`src/rtl/met_pkg.sv`:
```
// Shared types, constants and saturating helpers for the escape-time block.
// Used by met_mul and mandelbrot_escape_time; depends on nothing.
`default_nettype none
package met_pkg;

	typedef logic [63:0]  word_t;
	typedef logic [127:0] prod_t;
	typedef logic [62:0]  umag_t;

	localparam word_t SMAX    = 64'h7FFF_FFFF_FFFF_FFFF;
	localparam word_t SMIN    = 64'h8000_0000_0000_0000;
	localparam umag_t MAG_MAX = 63'h7FFF_FFFF_FFFF_FFFF;

	typedef struct packed {
		logic  go;
		word_t a;
		word_t b;
	} mul_req_t;

	typedef struct packed {
		logic  done;
		prod_t product;
	} mul_rsp_t;

	// magnitude of a two's complement word; the most negative value gives 2^63
	function automatic word_t mag64(word_t v);
		return v[63] ? (~v + 64'd1) : v;
	endfunction

	// apply sign to an already shifted magnitude, saturate to the signed range
	function automatic word_t sat_prod(prod_t r, logic neg);
		word_t m;
		m = r[63:0];
		if (|r[127:63])
			return neg ? SMIN : SMAX;
		return neg ? (~m + 64'd1) : m;
	endfunction

	function automatic word_t add_sat(word_t a, word_t b);
		logic [64:0] s;
		s = {a[63], a} + {b[63], b};
		if (s[64] != s[63])
			return s[64] ? SMIN : SMAX;
		return s[63:0];
	endfunction

	function automatic word_t sub_sat(word_t a, word_t b);
		logic [64:0] s;
		s = {a[63], a} - {b[63], b};
		if (s[64] != s[63])
			return s[64] ? SMIN : SMAX;
		return s[63:0];
	endfunction

	// shifted square clamped to the unsigned 63-bit range
	function automatic umag_t sat_sq(prod_t r);
		return (|r[127:63]) ? MAG_MAX : r[62:0];
	endfunction

endpackage
`default_nettype wire

```
`src/rtl/met_mul.sv`:
```
// Shared 64x64 multiplier: one 32x32 multiplier stepped over four partial products.
// Depends on met_pkg for the request and response words.
`default_nettype none
module met_mul import met_pkg::*; (
	input  wire      clk,
	input  wire      arst_n,
	input  mul_req_t req,
	output mul_rsp_t rsp
);

	logic        run_q;
	logic [1:0]  cnt_q;
	word_t       a_q;
	word_t       b_q;
	logic [63:0] pp_s1;
	logic [1:0]  off_s1;
	logic        pv_s1;
	logic        last_s1;
	logic        done_q;
	prod_t       acc_q;

	logic [31:0] a_half;
	logic [31:0] b_half;
	prod_t       addend;

	// order: a0*b0, a0*b1, a1*b0, a1*b1
	assign a_half = cnt_q[1] ? a_q[63:32] : a_q[31:0];
	assign b_half = cnt_q[0] ? b_q[63:32] : b_q[31:0];

	always_comb begin
		case (off_s1)
			2'd0:    addend = {64'd0, pp_s1};
			2'd1:    addend = {32'd0, pp_s1, 32'd0};
			2'd2:    addend = {pp_s1, 64'd0};
			default: addend = '0;
		endcase
	end

	always_ff @(posedge clk or negedge arst_n) begin
		if (!arst_n) begin
			run_q   <= 1'b0;
			cnt_q   <= 2'd0;
			pv_s1   <= 1'b0;
			last_s1 <= 1'b0;
			done_q  <= 1'b0;
		end else begin
			pv_s1   <= run_q;
			last_s1 <= run_q && (cnt_q == 2'd3);
			done_q  <= pv_s1 && last_s1;
			if (req.go) begin
				run_q <= 1'b1;
				cnt_q <= 2'd0;
			end else if (run_q) begin
				cnt_q <= cnt_q + 2'd1;
				if (cnt_q == 2'd3)
					run_q <= 1'b0;
			end
		end
	end

	always_ff @(posedge clk) begin
		if (req.go) begin
			a_q <= req.a;
			b_q <= req.b;
		end
		pp_s1  <= a_half * b_half;
		off_s1 <= {1'b0, cnt_q[1]} + {1'b0, cnt_q[0]};
		if (req.go)
			acc_q <= '0;
		else if (pv_s1)
			acc_q <= acc_q + addend;
	end

	assign rsp.done    = done_q;
	assign rsp.product = acc_q;

endmodule
`default_nettype wire

```
`config.mk`:
```
export PLATFORM = sky130hd
export DESIGN_NAME = met_mul
export DESIGN_NICKNAME = d
export VERILOG_FILES = /design/src/rtl/met_pkg.sv /design/src/rtl/met_mul.sv
export SDC_FILE = /design/constraint.sdc
export NUM_CORES = 2
export LEC_CHECK = 0
export ABC_AREA = 1
export BUFFER_PORTS_ARGS = -buffer_cell sky130_fd_sc_hd__buf_2
export CAP_MARGIN = 20
export CORE_MARGIN = 1.5
export CORE_UTILIZATION = 40
export DETAILED_ROUTE_END_ITERATION = 7
export PLACE_DENSITY = 0.64
export RECOVER_POWER = 50
export SYNTH_ARGS = -nofsm -noshare
export SYNTH_HDL_FRONTEND = slang
export SYNTH_SLANG_ARGS = --single-unit
```
`constraint.sdc`:
```
create_clock -name clk -period 8.5 [get_ports clk]
set_clock_uncertainty 0.1 [all_clocks]
set_input_delay 0.425 -clock clk [delete_from_list [all_inputs] [get_ports clk]]
set_output_delay 0.425 -clock clk [all_outputs]
set_load 0.02 [all_outputs]
```
== After elaboration in Yosys (flattened, before gate mapping) ==
Cells that the tools add are included.

* Add/sub/neg operators: 3
* Multipliers: 1
* Equality and inequality tests: 3
* Muxes and demuxes: 8
* Reductions and logical operators: 4

{| class="wikitable"
|+ Operators by type and width
! cell !! count
|-
| $pmux 128 s3 || 1
|-
| $add 128x128->128 || 1
|-
| $mul 32x32->64 || 1
|-
| $mux 32 || 2
|-
| $eq 2x2->1 const B || 2
|-
| $mux 2 || 2
|-
| $mux 1 || 3
|-
| $add 1x1->2 || 1
|-
| $add 2x1->2 const B || 1
|-
| $eq 2x1->1 const B || 1
|-
| $logic_and 1x1->1 || 2
|-
| $logic_not 2->1 || 1
|-
| $reduce_bool 2->1 || 1
|}

* Bits in registers: 328
* Input bits: 131
* Output and inout port bits: 129
* Logic and storage cells: 29

== Longest topological paths before layout ==
* Word-level depth: 4
* Gate-level depth with buffers: 36

== Worst setup path after synthesis ==
Ideal clock, no wire load.

* Path kind: reg-to-reg
* Start point: register cnt_q[1]
* End point: register pp_s1[57]
* Arrival: 6.913 ns
* Required time: 8.288 ns
* Slack: 1.375 ns
* Stages on the path, launching flop included: 34
* Buffers on the path: 3
* Period minus slack after synthesis: 7.125 ns
* Path through: dfrtp_1 buf_2 inv_1 clkbuf_1 or2_2 o21ai_0 inv_1 buf_2 nand2_1 fa_1 inv_1 fa_1 inv_1 fa_1 inv_1 fa_1 inv_1 fa_1 inv_1 fa_1 fa_1 fa_1 ha_1 nand2_1 nor2_1 inv_1 nor2_1 nand3_1 o21ai_1 nand2_1 nand2_1 nand2_1 nand3_1 nand2_1

* Word-level cells in the longest chain between the ends: 2

{| class="wikitable"
|+ Ends and longest elaborated chain
! what !! line !! source
|-
| from (decl) || met_mul.sv:12 || <nowiki>logic [1:0] cnt_q;</nowiki>
|-
| from (signal assigned) || met_mul.sv:54 || <nowiki>cnt_q <= cnt_q + 2'd1;</nowiki>
|-
| $mux 32 || met_mul.sv:27 || <nowiki>assign a_half = cnt_q[1] ? a_q[63:32] : a_q[31:0];</nowiki>
|-
| $mul 32x32->64 || met_mul.sv:66 || <nowiki>pp_s1 <= a_half * b_half;</nowiki>
|-
| to (signal assigned) || met_mul.sv:66 ||
|-
| to (decl) || met_mul.sv:15 || <nowiki>logic [63:0] pp_s1;</nowiki>
|}

No other way between the ends.
A chain may end at the register's enable or synchronous reset.

== Worst setup path in the final report ==
* Start point: register cnt_q[1]
* End point: register pp_s1[34]

Same word-level chain as after synthesis.

==> results.sh <==
export IMPL_hpwl_um=216000
export IMPL_synth_nets=9867
export IMPL_yosysSeqAreaShare_pct=13.3
export IMPL_synthArstFlopShare_pct=1.83
export IMPL_crit_fanout=24
export IMPL_fmax_mhz=122
export IMPL_start_util_pct=40.4
export IMPL_timing_final_crit_period_ns=8.21
export IMPL_gr_total_overflow=0
export IMPL_crit_chain="clkinvlp_4 -> buf_4 -> or2_2 -> o21ai_2 -> buf_4 -> nor2_1 -> fa_1 -> fa_1 -> fa_1 -> inv_1 -> fa_1 -> inv_1 -> fa_1 -> fa_1 -> fa_1 -> fa_1 -> ha_1 -> a21oi_1 -> o21ai_0 -> a21oi_1 -> o21ai_0 -> a21oi_1 -> xnor2_1"
export IMPL_insertion_delay_ns=0.69
export IMPL_rows=140
export IMPL_die_w_um=387
export IMPL_cts_sinks=328
export IMPL_dr_pass1_iters=8
export IMPL_root_buffer="clkbuf_16"
export IMPL_synth_edf_count=128
export IMPL_yosys_warnings=0
export IMPL_synth_top_area_share_pct=30.4
export IMPL_tightest_slew_ns=2.59
export IMPL_cts_tree="built"
export IMPL_setup_viol=0
export IMPL_h_tree_depth=2
export IMPL_path_delay_family="adder cells"
export IMPL_routed_via_density=5.08
export IMPL_yosys_area_top_type="fa_1"
export IMPL_worst_setup_path_start_kind="flop"
export IMPL_hold_path_startpoint="req[27]"
export IMPL_cpPeakStageDelay_ns=0.58
export IMPL_fin_crit_sh_pct=96.6
export IMPL_port_buffers=259
export IMPL_final_hold_viol_count=0
export IMPL_route_detailed_drc=0
export IMPL_synth_area_leaders="fa_1 30%, nand2_1 13%, inv_1 13%, ha_1 8.3%, nor2_1 8.2%"
export IMPL_clkTransAtPathRegs_ns=0.06
export IMPL_worstPathArrival_ns=8.67
export IMPL_ant_nets=0
export IMPL_first_global_vias=56676
export IMPL_synthCells=8448
export IMPL_grt_pass1_wl_um=370000
export IMPL_syn2layout_area_growth_pct=12.3
export IMPL_failed_checks="capacitance limit, slew limit"
export IMPL_crit_path_end_kind="flop"
export IMPL_dieArea_um2=150000
export IMPL_drive_gt1_share_pct=8.02
export IMPL_crit_type="flop to flop"
export IMPL_ys_types=48
export IMPL_ys_seq_elements=328
export IMPL_gp_congestion=1.01
export IMPL_die_h_um=387
export IMPL_cp_num_buf_inv=5
export IMPL_vias=54936
export IMPL_relSlewSlack_pct=-72.4
export IMPL_ctsLongestPathBuffers=3
export IMPL_cts_setup_buffers=0
export IMPL_max_cap_viol_count=3
export IMPL_wl_per_cell_um=23.5
export IMPL_min_path_cells=2
export IMPL_grtUsageTotal_pct=33.8
export IMPL_slew_violations=118
export IMPL_cts_buffers=47
export IMPL_status="finished, violations left"
export IMPL_dr_first_iter_drc_count=4485
export IMPL_hold_class="primary input to flop"
export IMPL_finalWirelength_um=255000
export IMPL_finalNetCount=10283
export IMPL_antenna_found_initial=5
export IMPL_synth_area_um2=59100
export IMPL_regToRegEndpoint="pp_s1[34]"
export IMPL_cp_data_required_time_ns=8.96
export IMPL_rsz0062_at_grt="no"
export IMPL_grt_max_degree=160
export IMPL_rrSetupSlack_ns=0.29
export IMPL_synth_avg_cell_area_um2=6.99
export IMPL_num_io_pins=260
export IMPL_finalSetupTns_ns=0
export IMPL_slowest_stage="fa_1"
export IMPL_cp_common_cell="fa_1"
export IMPL_holdPathEnd="b_q[27]"
export IMPL_r2r_start="cnt_q[1]"
export IMPL_r2r_cells=23
export IMPL_synthFlopType="dfxtp_1"
export IMPL_coreArea_um2=146000
==> synthesized netlist by cell type, types with 2 or more instances <==
| library cell | count |
|---|---|
| and2_1 | 2 |
| nor2_1 | 1286 |
| a21boi_0 | 2 |
| nor4_1 | 7 |
| nor2_4 | 17 |
| a21o_1 | 11 |
| o21ai_0 | 141 |
| or2_1 | 2 |
| o21ai_1 | 43 |
| o21bai_2 | 2 |
| nor2_2 | 51 |
| nand2_2 | 59 |
| o21a_1 | 8 |
| clkbuf_1 | 118 |
| xor2_1 | 91 |
| nor3_2 | 14 |
| inv_2 | 47 |
| o21ai_2 | 17 |
| a31oi_1 | 17 |
| dfxtp_1 | 194 |
| nand3_2 | 17 |
| nor3_1 | 33 |
| a21oi_1 | 164 |
| o2111ai_1 | 2 |
| buf_4 | 4 |
| o21bai_1 | 17 |
| xnor2_1 | 23 |
| clkinv_1 | 19 |
| buf_2 | 99 |
| fa_1 | 897 |
| nor3_4 | 2 |
| dfrtp_1 | 6 |
| nand2_1 | 2121 |
| o22ai_1 | 64 |
| inv_1 | 2087 |
| nand4_1 | 21 |
| ha_1 | 391 |
| o211ai_1 | 11 |
| or2_2 | 30 |
| nand3_1 | 169 |
| a211oi_1 | 3 |
| buf_1 | 6 |
| edfxtp_1 | 128 |
==> how the worst max path moves through the flow <==
stage	start	end	slack (ns)	depth (start not counted)
2_1_floorplan	cnt_q[1]	pp_s1[57]	1.37	33
3_3_place_gp	cnt_q[0]	pp_s1[36]	0.27	23
3_5_place_dp	cnt_q[1]	pp_s1[36]	0.26	28
4_1_cts	cnt_q[1]	pp_s1[36]	0.31	28
5_1_grt	cnt_q[1]	pp_s1[48]	0.03	28
6_report	cnt_q[1]	pp_s1[34]	0.29	23
==> per-layer routing <==
layer / share of wire (%) / wire length (µm) / track usage [%]
met5: 0.0051 / 13 / 0
met4: 7.0 / 17700 / 19.5
met3: 7.2 / 18300 / 4.56
met2: 46 / 118000 / 56.6
met1: 40 / 101000 / 41.7
==> kinds of logic after synthesis <==
group                      after synthesis  share of synthesized area, %
DFF                                    328                          13.3
adders and majority gates             1288                          38.7
xor gates and xnor gates               114                          1.69
AOI/OAI and AO/OA                      502                          4.79
and+or+nand+nor                       3835                          26.1
buffers and inverters                 2381                          15.4
==> cells in the final DEF (no fill, tap or decap), types with 6 or more instances in the layout <==
| master | n |
|---|---|
| nand4_1 | 21 |
| clkinv_1 | 20 |
| clkbuf_16 | 47 |
| nor4_1 | 7 |
| nor2_1 | 1286 |
| xor2_1 | 91 |
| nor2_4 | 17 |
| inv_2 | 47 |
| o21ai_0 | 116 |
| buf_4 | 198 |
| o211ai_1 | 11 |
| xnor2_1 | 22 |
| o21bai_1 | 17 |
| inv_1 | 2086 |
| nand3_1 | 169 |
| nand3_2 | 17 |
| o21ai_1 | 35 |
| o21a_1 | 8 |
| nor2_2 | 51 |
| ha_1 | 391 |
| nand2_1 | 2120 |
| a31oi_1 | 17 |
| o22ai_1 | 64 |
| a21oi_1 | 164 |
| dlygate4sd3_1 | 129 |
| o21ai_2 | 49 |
| buf_12 | 6 |
| edfxtp_1 | 128 |
| buf_2 | 132 |
| nor3_2 | 14 |
| dfxtp_1 | 194 |
| fa_1 | 897 |
| or2_2 | 30 |
| nand2_2 | 59 |
| nor3_1 | 33 |
| a21o_1 | 11 |
| clkinv_2 | 12 |
| clkbuf_1 | 132 |
==> per-stage QoR <==
stage,cell area [µm²],worst slack [ns],hold WS (ns),std cells,utilization [%]
6_report,66300,0.290,0.344,10820,45.4
5_1_grt,66300,0.0265,0.357,10819,45.4
4_1_cts,66500,0.313,0.0660,10818,45.5
3_5_place_dp,63600,0.263,0.281,10603,43.5
3_3_place_gp,63600,0.271,0.280,10603,43.5
2_1_floorplan,59100,1.37,0.0294,8448,-
==> cell type report <==
type                            count  area [µm²]
Timing Repair Buffer              595        4060
Multi-Input combinational cell   5739       42300
Fill cell                       15347       79800
Antenna cell                        2        5.00
Inverter                         2153        8090
Clock inverter                     30         392
Tap cell                         1917        2400
Clock buffer                       56        1240
Sequential cell                   328        7880
==> sequential cells by signal, summed over array words and instances (netlist names) <==
signal and count:
done_q 1, pp_s1 64, cnt_q 2, b_q 64, off_s1 2, run_q 1
last_s1 1, pv_s1 1, a_q 64, acc_q 128
==> timing repair <==
action,in CTS,in global routing
hold endpoints to repair,134,0
endpoints found under the setup margin,0,5
gates resized for setup,0,4
hold buffers,129,0
Power is left out: the tool's default activity adds up to more than one toggle a clock period on the data nets, which glitch-free logic cannot reach.
